<file path="config.mk">
export PLATFORM = sky130hd
export DESIGN_NAME = multi_led_blink_pattern_engine
export DESIGN_NICKNAME = d
export VERILOG_FILES = /design/src/hdl/mlbpe_pkg.sv /design/src/hdl/multi_led_blink_pattern_engine.sv
export SDC_FILE = /design/constraint.sdc
export NUM_CORES = 1
export LEC_CHECK = 0
export BUFFER_PORTS_ARGS = -buffer_cell sky130_fd_sc_hd__buf_2
export CAP_MARGIN = 20
export CORE_MARGIN = 2
export CORE_UTILIZATION = 45
export DETAILED_ROUTE_END_ITERATION = 10
export SKIP_LAST_GASP = 1
export SYNTH_ARGS = -nofsm -noshare
export SYNTH_HDL_FRONTEND = slang
export SYNTH_SLANG_ARGS = --single-unit
export TNS_END_PERCENT = 20
</file>
<file path="constraint.sdc">
create_clock -name i_clk -period 5.22 [get_ports i_clk]
set_clock_uncertainty 0.1 [all_clocks]
set_input_delay 1.305 -clock i_clk [delete_from_list [all_inputs] [get_ports i_clk]]
set_output_delay 1.305 -clock i_clk [all_outputs]
set_load 0.01 [all_outputs]
</file>
<file path="src/hdl/mlbpe_pkg.sv">
// Package for the multi-LED blink pattern engine: mode codes, phase type,
// register indexes, field widths and reset values.
// No dependencies.
package mlbpe_pkg;

    // Field widths
    localparam int unsigned TimeW   = 16;
    localparam int unsigned CountW  = 16;
    localparam int unsigned ModeW   = 3;
    localparam int unsigned IndexW  = 3;
    localparam int unsigned PinsW   = 4;
    localparam int unsigned CfgIdxW = 2;

    // Default LED count
    localparam int unsigned NumLedsDefault = 4;

    // Mode codes; codes 5 to 7 are unknown and hold the LED
    localparam logic [ModeW-1:0] ModeOff         = 3'd0;
    localparam logic [ModeW-1:0] ModeOn          = 3'd1;
    localparam logic [ModeW-1:0] ModeBlinkInf    = 3'd2;
    localparam logic [ModeW-1:0] ModeBlinkRepeat = 3'd3;
    localparam logic [ModeW-1:0] ModeBlinkStop   = 3'd4;

    // Blink phase
    typedef enum logic [1:0] {
        PHASE_IDLE  = 2'd0,
        PHASE_LIT   = 2'd1,
        PHASE_DARK  = 2'd2,
        PHASE_PAUSE = 2'd3
    } t_phase;

    // Configuration register indexes
    localparam logic [CfgIdxW-1:0] CfgOnTime    = 2'd0;
    localparam logic [CfgIdxW-1:0] CfgOffTime   = 2'd1;
    localparam logic [CfgIdxW-1:0] CfgPauseTime = 2'd2;

    // Register reset values
    localparam logic [TimeW-1:0] OnTimeReset    = 16'd100;
    localparam logic [TimeW-1:0] OffTimeReset   = 16'd100;
    localparam logic [TimeW-1:0] PauseTimeReset = 16'd1000;

    localparam logic [CountW-1:0] CountMax = '1;

endpackage

</file>
<file path="src/hdl/multi_led_blink_pattern_engine.sv">
// The result is registered the cycle after its input is taken; one item per
// cycle unless the result side stalls. All LEDs advance in parallel lanes,
// each a 16-bit increment and compare between input and result register.
// Reset (synchronous, active low): LED 0 in mode on, others off, all idle,
// all pins dark, timing registers 100/100/1000, result channel empty.
//
// Top level of the multi-LED blink pattern engine.
// Depends on mlbpe_pkg.
module multi_led_blink_pattern_engine #(
    parameter int unsigned NUM_LEDS = mlbpe_pkg::NumLedsDefault
) (
    input  logic                          i_clk,
    input  logic                          i_rst_n,
    // Input stream
    input  logic                          s_axis_tvalid,
    output logic                          s_axis_tready,
    // [2:0] led_index, [5:3] new_mode, [21:6] blink_target, [23:22] zero
    input  logic [23:0]                   s_axis_tdata,
    // [0] kind (0 tick, 1 set mode)
    input  logic                          s_axis_tuser,
    // Result stream
    output logic                          m_axis_tvalid,
    input  logic                          m_axis_tready,
    // [3:0] pin_levels, [7:4] zero
    output logic [7:0]                    m_axis_tdata,
    // Configuration write port
    input  logic                          i_cfg_we,
    input  logic [mlbpe_pkg::CfgIdxW-1:0] i_cfg_index,
    input  logic [mlbpe_pkg::TimeW-1:0]   i_cfg_data
);

    localparam int unsigned TimeW  = mlbpe_pkg::TimeW;
    localparam int unsigned CountW = mlbpe_pkg::CountW;
    localparam int unsigned ModeW  = mlbpe_pkg::ModeW;
    localparam int unsigned PinsW  = mlbpe_pkg::PinsW;

    // Configuration registers
    logic [TimeW-1:0] r_on_time, r_off_time, r_pause_time;

    // Per-LED state
    logic [ModeW-1:0]     r_mode    [NUM_LEDS];
    logic [ModeW-1:0]     n_mode    [NUM_LEDS];
    mlbpe_pkg::t_phase    r_phase   [NUM_LEDS];
    mlbpe_pkg::t_phase    n_phase   [NUM_LEDS];
    logic [CountW-1:0]    r_done    [NUM_LEDS];
    logic [CountW-1:0]    n_done    [NUM_LEDS];
    logic [CountW-1:0]    r_goal    [NUM_LEDS];
    logic [CountW-1:0]    n_goal    [NUM_LEDS];
    logic [TimeW-1:0]     r_elapsed [NUM_LEDS];
    logic [TimeW-1:0]     n_elapsed [NUM_LEDS];
    logic [NUM_LEDS-1:0]  r_pin;
    logic [NUM_LEDS-1:0]  n_pin;

    // Result register
    logic             r_out_valid;
    logic [PinsW-1:0] r_out_pins;
    logic [PinsW-1:0] n_out_pins;

    logic                               in_xfer;
    logic                               in_kind;
    logic [mlbpe_pkg::IndexW-1:0]       in_index;
    logic [ModeW-1:0]                   in_mode;
    logic [CountW-1:0]                  in_target;

    assign in_kind   = s_axis_tuser;
    assign in_index  = s_axis_tdata[2:0];
    assign in_mode   = s_axis_tdata[5:3];
    assign in_target = s_axis_tdata[21:6];

    // Take a new transaction whenever the result slot is free or draining
    assign s_axis_tready = !r_out_valid || m_axis_tready;
    assign in_xfer       = s_axis_tvalid && s_axis_tready;

    // Configuration writes
    always_ff @(posedge i_clk) begin
        if (!i_rst_n) begin
            r_on_time    <= mlbpe_pkg::OnTimeReset;
            r_off_time   <= mlbpe_pkg::OffTimeReset;
            r_pause_time <= mlbpe_pkg::PauseTimeReset;
        end else if (i_cfg_we) begin
            case (i_cfg_index)
                mlbpe_pkg::CfgOnTime:    r_on_time    <= i_cfg_data;
                mlbpe_pkg::CfgOffTime:   r_off_time   <= i_cfg_data;
                mlbpe_pkg::CfgPauseTime: r_pause_time <= i_cfg_data;
                default: ;
            endcase
        end
    end

    // Per-LED lanes: set mode or advance by one tick
    always_comb begin
        logic [TimeW-1:0]  dur;
        logic [TimeW-1:0]  inc;
        logic              expired;
        logic [CountW-1:0] done_inc;
        dur      = '0;
        inc      = '0;
        expired  = 1'b0;
        done_inc = '0;
        n_pin    = r_pin;
        for (int i = 0; i < NUM_LEDS; i++) begin
            n_mode[i]    = r_mode[i];
            n_phase[i]   = r_phase[i];
            n_done[i]    = r_done[i];
            n_goal[i]    = r_goal[i];
            n_elapsed[i] = r_elapsed[i];

            // Shared saturating timer for whichever timed phase is active
            case (r_phase[i])
                mlbpe_pkg::PHASE_LIT:  dur = r_on_time;
                mlbpe_pkg::PHASE_DARK: dur = r_off_time;
                default:               dur = r_pause_time;
            endcase
            inc      = (r_elapsed[i] != mlbpe_pkg::CountMax) ?
                       r_elapsed[i] + TimeW'(1) : r_elapsed[i];
            expired  = (inc >= dur);
            done_inc = r_done[i] + CountW'(1);

            if (in_xfer && in_kind) begin
                // Set-mode item for this lane
                if (in_index == mlbpe_pkg::IndexW'(i)) begin
                    n_mode[i]  = in_mode;
                    n_phase[i] = mlbpe_pkg::PHASE_IDLE;
                    n_goal[i]  = in_target;
                end
            end else if (in_xfer) begin
                case (r_mode[i])
                    mlbpe_pkg::ModeOff: begin
                        n_pin[i]   = 1'b1;
                        n_phase[i] = mlbpe_pkg::PHASE_IDLE;
                    end
                    mlbpe_pkg::ModeOn: begin
                        n_pin[i]   = 1'b0;
                        n_phase[i] = mlbpe_pkg::PHASE_IDLE;
                    end
                    mlbpe_pkg::ModeBlinkInf,
                    mlbpe_pkg::ModeBlinkRepeat,
                    mlbpe_pkg::ModeBlinkStop: begin
                        if (r_phase[i] == mlbpe_pkg::PHASE_IDLE) begin
                            n_pin[i]     = 1'b0;
                            n_elapsed[i] = '0;
                            n_done[i]    = '0;
                            n_phase[i]   = mlbpe_pkg::PHASE_LIT;
                        end else begin
                            n_elapsed[i] = expired ? '0 : inc;
                            if (expired) begin
                                case (r_phase[i])
                                    mlbpe_pkg::PHASE_LIT: begin
                                        n_pin[i]   = 1'b1;
                                        n_phase[i] = mlbpe_pkg::PHASE_DARK;
                                    end
                                    mlbpe_pkg::PHASE_DARK: begin
                                        n_done[i] = done_inc;
                                        if (r_mode[i] != mlbpe_pkg::ModeBlinkInf &&
                                            done_inc >= r_goal[i]) begin
                                            if (r_mode[i] == mlbpe_pkg::ModeBlinkStop)
                                                n_mode[i] = mlbpe_pkg::ModeOff;
                                            else
                                                n_phase[i] = mlbpe_pkg::PHASE_PAUSE;
                                        end else begin
                                            n_pin[i]   = 1'b0;
                                            n_phase[i] = mlbpe_pkg::PHASE_LIT;
                                        end
                                    end
                                    default: begin
                                        // pause over: start a new run of blinks
                                        n_pin[i]   = 1'b0;
                                        n_done[i]  = '0;
                                        n_phase[i] = mlbpe_pkg::PHASE_LIT;
                                    end
                                endcase
                            end
                        end
                    end
                    default: ;  // unknown mode holds everything
                endcase
            end
        end
    end

    // Pin word: bits for LEDs beyond the count read dark; LEDs past the fourth are not in it
    always_comb begin
        n_out_pins = '1;
        for (int i = 0; i < PinsW; i++) begin
            if (i < NUM_LEDS)
                n_out_pins[i] = n_pin[i];
        end
    end

    // State registers
    always_ff @(posedge i_clk) begin
        if (!i_rst_n) begin
            for (int i = 0; i < NUM_LEDS; i++) begin
                r_mode[i]    <= (i == 0) ? mlbpe_pkg::ModeOn : mlbpe_pkg::ModeOff;
                r_phase[i]   <= mlbpe_pkg::PHASE_IDLE;
                r_done[i]    <= '0;
                r_goal[i]    <= '0;
                r_elapsed[i] <= '0;
            end
            r_pin <= '1;
        end else begin
            for (int i = 0; i < NUM_LEDS; i++) begin
                r_mode[i]    <= n_mode[i];
                r_phase[i]   <= n_phase[i];
                r_done[i]    <= n_done[i];
                r_goal[i]    <= n_goal[i];
                r_elapsed[i] <= n_elapsed[i];
            end
            r_pin <= n_pin;
        end
    end

    // Result register
    always_ff @(posedge i_clk) begin
        if (!i_rst_n) begin
            r_out_valid <= 1'b0;
        end else if (in_xfer) begin
            r_out_valid <= 1'b1;
        end else if (m_axis_tready) begin
            r_out_valid <= 1'b0;
        end
    end

    always_ff @(posedge i_clk) begin
        if (in_xfer) begin
            r_out_pins <= n_out_pins;
        end
    end

    assign m_axis_tvalid = r_out_valid;
    assign m_axis_tdata  = {4'b0000, r_out_pins};

`ifndef SYNTHESIS
    // An accepted transaction always leaves a result pending
    a_accept_gives_result: assert property (@(posedge i_clk) disable iff (!i_rst_n)
        in_xfer |=> m_axis_tvalid)
        else $error("accepted item produced no result");

    // A set-mode item never moves any pin
    a_set_holds_pins: assert property (@(posedge i_clk) disable iff (!i_rst_n)
        (in_xfer && in_kind) |=> $stable(r_pin))
        else $error("set-mode item changed a pin");

    // A tick lights LED 0 when it is in mode on
    a_on_lights: assert property (@(posedge i_clk) disable iff (!i_rst_n)
        (in_xfer && !in_kind && r_mode[0] == mlbpe_pkg::ModeOn) |=> !r_pin[0])
        else $error("LED 0 in mode on is not lit after a tick");

    // The result's bit for LED 0 reflects the pin just computed
    a_result_matches: assert property (@(posedge i_clk) disable iff (!i_rst_n)
        in_xfer |=> r_out_pins[0] == r_pin[0])
        else $error("result pin word disagrees with LED 0 state");
`endif

endmodule

</file>
==> results of run 1 <==
[placed cells by master, fill, tap and decap left out, drive strengths merged, types with 36 or more instances in the layout]
| cell | Yosys | final |
|---|---|---|
| inv | 93 | 94 |
| dfxtp | 265 | 265 |
| a22oi | 97 | 97 |
| a21oi | 264 | 264 |
| nor2 | 166 | 166 |
| buf | 28 | 82 |
| clkbuf | 101 | 48 |
| xor2 | 36 | 36 |
| ha | 151 | 151 |
| nand3 | 100 | 100 |
| xnor2 | 61 | 61 |
| nand2 | 446 | 446 |
| o21ai | 135 | 135 |
[power by group through the flow]
| stage | clock network, W | registers (W) | logic [W] |
|---|---|---|---|
| after global placement | 0 | 0.00215 | 0.000243 |
| final | 0.00234 | 0.00211 | 0.000250 |
| after CTS | 0.00239 | 0.00211 | 0.000249 |
| after detailed placement | 0 | 0.00215 | 0.000248 |
| after global routing | 0.00246 | 0.00211 | 0.000275 |
| after floorplan | 0 | 0.00214 | 0.000146 |
[flip-flops by register name, summed over array words and instances, names as in the netlist]
name and flops:
r_pin 4, r_goal 64, r_done 64, r_out_pins 4, r_pause_time 16, r_phase 8, r_elapsed 64, r_on_time 16
r_off_time 16, m_axis_tvalid 1, r_mode 12
[cell type report]
class                   count  area, um^2
clock buffers              48         965
multi-input cells        1841       11100
flip-flops and latches    269        5430
fillers                  3824       19200
clock inverters            12         114
inverters                  93         354
repair buffers             82         500
well taps                 518         648
[synth_stat cells, types with 5 or more instances]
cell type	n
inv_1	91
nand2b_1	22
clkbuf_1	101
buf_4	7
o211ai_1	20
a21o_1	32
or3_1	17
dfxtp_1	265
and3_1	32
o21a_1	19
xor2_1	36
a22oi_1	97
a211o_1	6
o22ai_1	7
buf_1	6
or4_1	7
mux2_2	6
a211oi_1	15
and4_1	6
nand4_1	33
o21ai_1	24
a31oi_1	9
nand3b_1	28
ha_1	151
buf_2	14
xnor2_1	61
a21oi_1	263
nor2_1	165
nor2b_1	13
nor3_1	25
o31ai_1	5
o21ai_0	111
and2_1	8
nand2_1	443
nand3_1	99
[per-layer routing]
| metal | GRT usage (%) | wire (um) | vias to the layer above |
|---|---|---|---|
| met3 | 3.13 | 2740 | 73 |
| li1 | - | - | 8179 |
| met1 | 33.5 | 23400 | 7706 |
| met4 | 8.07 | 1300 | 0 |
| met5 | 0 | 0 | - |
| met2 | 38.4 | 21700 | 385 |
[worst reg2reg max path: cells and delay by family (launching register included)]
family,cells,cell delay (ns)
xor+xnor,1,0.13
fa+ha+maj,1,0.33
flops,1,0.44
simple gates,8,2.29
buf+inv,1,0.19
compound gates,5,1.15
[logic make-up after synthesis]
group | count (synthesis)
adders and majority gates | 152
other | 1
muxes | 10
AOI/OAI and AO/OA | 645
DFF | 269
and+or+nand+nor | 933
xor gates and xnor gates | 97
buffers and inverters | 222
[worst paths after layout]
check,startpoint,end,slack (ns),cells past startpoint
worst max-delay path,r_elapsed[1][4],r_done[1][3],0.53,16
worst min-delay path,r_goal[1][2],r_goal[1][2],0.35,2
worst max register to register,r_elapsed[1][4],r_done[1][3],0.53,16
worst min register to register,r_goal[1][2],r_goal[1][2],0.35,2
[per-stage QoR]
| step | setup WS [ns] | cells | total power, W |
|---|---|---|---|
| after floorplan | 1.32 | 2332 | 0.00229 |
| after global placement | 0.664 | 2803 | 0.00240 |
| after detailed placement | 0.582 | 2803 | 0.00240 |
| after CTS | 0.572 | 2863 | 0.00475 |
| after global routing | 0.193 | 2863 | 0.00485 |
| final | 0.527 | 2863 | 0.00470 |
==> impl_results.md, run 1 <==
* Status: completed
* CP max stage delay at 0.56 ns
* Pwr Density at 246 mW/mm^2
* Ordered list of cells on the worst path: and4_1 -> nand4_1 -> or4_1 -> buf_4 -> nor2b_1 -> nand3_1 -> xnor2_1 -> ha_1 -> nand4_1 -> nor2_1 -> a211oi_1 -> o21ai_1 -> a21oi_2 -> a211o_1 -> or4_1 -> o21ai_1
* Clock buffer depth at 3
* Clk_lat worst skew at 0.54 ns
* CTS tree: built
* Comb pwr share at 5.3%
* Register area share after synthesis at 31.2%
* Ys async rst share at 0%
* Overflow after GRT at 0
* Critical Path RT at 5.59 ns
* CTS buffer count at 34
* Worst vdd ir at 0.000251 V
* Vias per cell at 5.71
* Final setup fails at 0
* Slowest-stage cell, CP: a211o_1
* #FFs+latches synth at 269
* P_sw at 0.00116 W
* Crit path max fanout at 21
* Int Pwr at 0.00354 W
* Final core utilization at 49.9%
* First-pass GRT wire length at 79300 um
* CTS root buf: clkbuf_16
* Post-CTS sizing at 0
* Top cell type's share of synthesized area at 30.5%
* Initial antenna violation count at 2
* RSZ-0062 raised after global routing: false
* Largest delay share family, worst path: simple AND/OR/NAND/NOR gates
* Largest net degree at the start of global routing at 130
* Hold Vio Cnt, Final at 0
* Cell area after synthesis at 0.0174 mm^2
* Avg Inst Size Synth at 7.47 um^2
* Worst slew margin at 26.6%
* Seq pwr share at 44.9%
* Die area at 0.0403 mm^2
* Power share of the clock group at 49.8%
* Post-DP HPWL at 35100 um
* Area growth syn-to-layout at 9.90%
* Crit path DAT at 5.07 ns
* Nets at 2520
* Detailed router's first-iteration violation count at 1094
* Hold slack at 0.354 ns
* Worst-Margin Slew at 1.10 ns
* Initial Util at 45.4%
* Drt pass-1 iters at 6
* Clock Sinks at 269
* Max-cap viol count at 0
* HP Class: flip-flop to flip-flop
* Period utilization at 89.9%
* Total Wirelength at 49200 um
* Largest family of logic cells by synthesized area: simple AND/OR/NAND/NOR gates
* Placed instance area at 0.0181 mm^2
* CP bufs+invs at 1
* Fraction of the mapped netlist area in simple logic gates at 24.8%
* Setup CP Type: flip-flop to flip-flop
* Mux cell area share after synthesis at 0.618%
* Count of cell types in the netlist at 82
* Syn Inst Count at 2329
* Complex-gate fraction of the synthesized area at 22.5%
* Worst Setup End Kind: flip-flop
* # hold bufs at CTS at 0
* DRC at 0
* Max Freq at 0.213 GHz
* Final period demand of the worst path at 4.69 ns
* Worst setup SP type: flip-flop
* Die width at 201 um
* Final Max Slew Viols at 0
* CTS H-tree depth at 2
* Number of global-route vias before repair at 15183
* Share of layout cells above drive strength 1 at 7.16%
* Biggest area consumer among synthesized cells: dfxtp_1
* P_leak at 7.24 nW
* Sw frac at 24.6%
* Setup TNS at 0 ns
* GRT Resource Usage Total at 24.0%
* Number of routed nets with antenna violations at 0
* XOR/XNOR Fraction of Synth Area at 4.88%
* Diode count at 0
* Port buffer count at 51
* Via count at 16343
* Die Span Y at 201 um
* Number of synthesized flops with an enable pin at 4
* Ports at 58
* Clk pin slew, worst setup/hold paths at 0.06 ns
* WL per Instance at 17.2 um
* Row count at 72
* Cell types occupying the most area after synthesis: dfxtp_1 30%, ha_1 11%, nand2_1 9.6%
* Synth Flop Type: dfxtp_1
* GPL Wtd Cong at 0.861
* Adder-Cell Fraction of Synth Area at 10.9%
* Number of synthesis warnings at 0
* Core footprint at 0.0384 mm^2
* Post-CTS setup buffer count at 0
* Post-route cell area at 0.0191 mm^2
(Power assumes the default switching activity.)
==> run 2: changes to the inputs <==
==> constraint.sdc (replaced) <==
create_clock -name i_clk -period 4.3 [get_ports i_clk]
set_clock_uncertainty 0.1 [all_clocks]
set_input_delay 1.075 -clock i_clk [delete_from_list [all_inputs] [get_ports i_clk]]
set_output_delay 1.075 -clock i_clk [all_outputs]
set_load 0.01 [all_outputs]
==> run 2 against run 1 <==
  * Sequential power rose by 21%
  * Flip-flop and latch count is the same
  * Clock power grew 17%
  * Largest cell class unchanged
  * Global-route usage is 0.60 points higher
  * Final cell count increased by 2.0%
  * Largest power group unchanged
  * Critical path depth stayed put
==> impl_results.md, run 2 (synthesis gave the netlist of run 1 again) <==
* Initial antenna violation count at 5 (+3)
* CP max stage delay at 0.43 ns (-0.13 ns)
* P_leak at 7.53 nW (+4.0%)
* Setup WS post-layout at 0.161 ns (-0.366 ns)
* Die Span Y at 201 um (unchanged)
* CTS root buf: clkbuf_16
* First-pass GRT wire length at 81700 um (+3.0%)
* Worst-Margin Slew at 0.844 ns (-0.258 ns)
* CP bufs+invs at 1 (unchanged)
* P_sw at 0.00139 W (+20%)
* Final period demand of the worst path at 4.14 ns (-0.554 ns)
* Cell count after placement at 2859 (+2.0%)
* Worst setup SP type: flip-flop
* Area growth syn-to-layout at 12.8%
* Clock Sinks at 269 (unchanged)
* Share of layout cells above drive strength 1 at 9.83% (+2.7 points)
* Hold Vio Cnt, Final at 0 (unchanged)
* GRT Resource Usage Total at 24.6% (+0.60 points)
* Setup CP Type: flip-flop to flip-flop
* Number of global-route vias before repair at 15625 (+2.9%)
* Detailed router's first-iteration violation count at 1228 (+12%)
* Max-cap viol count at 0 (unchanged)
* Nets at 2578 (+2.3%)
* Ordered list of cells on the worst path: and3_1 -> and4_4 -> and3_4 -> and3_4 -> and3_1 -> xor2_1 -> ha_1 -> a21o_1 -> a21o_1 -> a221oi_1 -> o21ai_0 -> a41oi_1 -> o211ai_1 -> a21oi_1 -> nor3_1 -> buf_4
* Final Max Slew Viols at 0 (unchanged)
* Comb pwr share at 5.6% (+0.3 points)
* Most frequent cells in the layout: 443 x nand2_1, 262 x a21oi_1, 262 x dfxtp_1, 164 x nor2_1, 150 x ha_1
* Seq pwr share at 45.7% (+0.8 points)
* Critical Path RT at 4.48 ns (-1.11 ns)
* WL per Instance at 17.2 um (-0.19%)
* Post-DP HPWL at 36300 um (+3.6%)
* Worst vdd ir at 0.000282 V (+12%)
* Int Pwr at 0.00422 W (+19%)
* CTS H-tree depth at 2 (unchanged)
* CTS tree: built
* Overflow after GRT at 0 (unchanged)
* Core footprint at 0.0384 mm^2 (unchanged)
* Final non-filler cell total at 2921 (+2.0%)
* Die area at 0.0403 mm^2 (unchanged)
* HP Class: flip-flop to flip-flop
* Fillers at 3800 (-0.63%)
* Final setup fails at 0 (unchanged)
* Crit path max fanout at 5 (-76%)
* Row count at 72 (unchanged)
* # hold bufs at CTS at 0 (unchanged)
* CTS buffer count at 34 (unchanged)
* Port buffer count at 51 (unchanged)
* Slowest-stage cell, CP: dfxtp_1
* Status: completed
* Clock buffer depth at 3 (unchanged)
* Largest regs: r_done x64, r_elapsed x64, r_goal x64
* Worst slew margin at 43.6% (+17 points)
* Max Freq at 0.242 GHz (+13%)
* Crit path DAT at 4.32 ns (-0.75 ns)
* Clk pin slew, worst setup/hold paths at 0.06 ns (about the same)
* Total Wirelength at 50100 um (+1.8%)
* Largest net degree at the start of global routing at 95 (-27%)
* RSZ-0062 raised after global routing: true
* Initial Util at 45.4% (unchanged)
* Pre-CTS setup slack at 0.163 ns (-0.420 ns)
* Vias per cell at 5.66 (-0.79%)
* Number of routed nets with antenna violations at 0 (unchanged)
* Worst Setup End Kind: flip-flop
* Sw frac at 24.8% (+0.16 points)
* Die width at 201 um (unchanged)
* Power share of the clock group at 48.7% (-1.1 points)
* GPL Wtd Cong at 0.917 (+6.5%)
* Clk_lat worst skew at 0.53 ns (about the same)
* Drt pass-1 iters at 6 (unchanged)
* Leading cell type in the layout, fill and taps excluded: nand2_1
* Pwr Density at 285 mW/mm^2 (+16%)
* Ports at 58 (unchanged)
* Period utilization at 96.3% (+6.4 points)
* Via count at 16543 (+1.2%)
* DRC at 0 (unchanged)
* Largest delay share family, worst path: compound AO/OA/AOI/OAI gates
-- run 2: worst min-delay path, delay by kind of cell, from the launching register on --
kind / cells / cell delay [ns]
flip-flops: 1 / 0.31
AND/OR/NAND/NOR: 1 / 0.05
AO/OA/AOI/OAI: 1 / 0.05
-- run 2: path summary, 6_finish.rpt --
kind / endpoint / from / cells past startpoint / slack (ns)
worst max-delay path: r_out_pins[0] / r_done[0][0] / 16 / 0.16
worst min-delay path: r_goal[3][13] / r_goal[3][13] / 2 / 0.35
worst max register to register: r_out_pins[0] / r_done[0][0] / 16 / 0.16
worst min register to register: r_goal[3][13] / r_goal[3][13] / 2 / 0.35
-- run 2: metrics by stage --
stage | setup TNS (ns) | area, um^2 | power [W] | utilization, % | hold WS, ns
2_1_floorplan | 0 | 17400 | 0.00278 | - | 0.336
3_3_place_gp | 0 | 18500 | 0.00292 | 48.2 | 0.343
3_5_place_dp | 0 | 18500 | 0.00292 | 48.2 | 0.348
4_1_cts | 0 | 19600 | 0.00565 | 51.0 | 0.355
5_1_grt | -0.870 | 19600 | 0.00580 | 51.2 | 0.374
6_report | 0 | 19600 | 0.00561 | 51.2 | 0.354
-- run 2: metal layers --
| layer | vias to the layer above | part of all wire, % | GRT usage (%) |
|---|---|---|---|
| met5 | - | 0.070 | 0 |
| met4 | 6 | 1.8 | 5.82 |
| met3 | 71 | 5.9 | 4.16 |
| met2 | 432 | 44 | 39.5 |
| met1 | 7728 | 48 | 34.5 |
| li1 | 8306 | - | - |
-- run 2: power groups by stage --
| stage | registers (W) | logic (W) | clock network (W) |
|---|---|---|---|
| finish | 0.00256 | 0.000311 | 0.00273 |
| global route | 0.00256 | 0.000344 | 0.00289 |
| CTS | 0.00256 | 0.000308 | 0.00278 |
| detailed placement | 0.00262 | 0.000307 | 0 |
| global placement | 0.00261 | 0.000301 | 0 |
| floorplan | 0.00260 | 0.000178 | 0 |
-- run 2: repair_timing --
item | CTS | global route
setup endpoints to repair | 0 | 75
hold endpoints to repair | 0 | 0
resized for setup | 0 | 18
buffers inserted | 0 | 1
-- run 2: area by class of cell --
cell class	instances	area, um^2	share of cell area [%]
antenna	2	5.00	0.0255
inverter	93	354	1.80
clock buffer	50	992	5.05
sequential	269	5430	27.6
tap	518	648	3.30
multi-input combinational	1842	11200	57.0
clock inverter	8	48.8	0.248
timing repair buffer	139	970	4.94
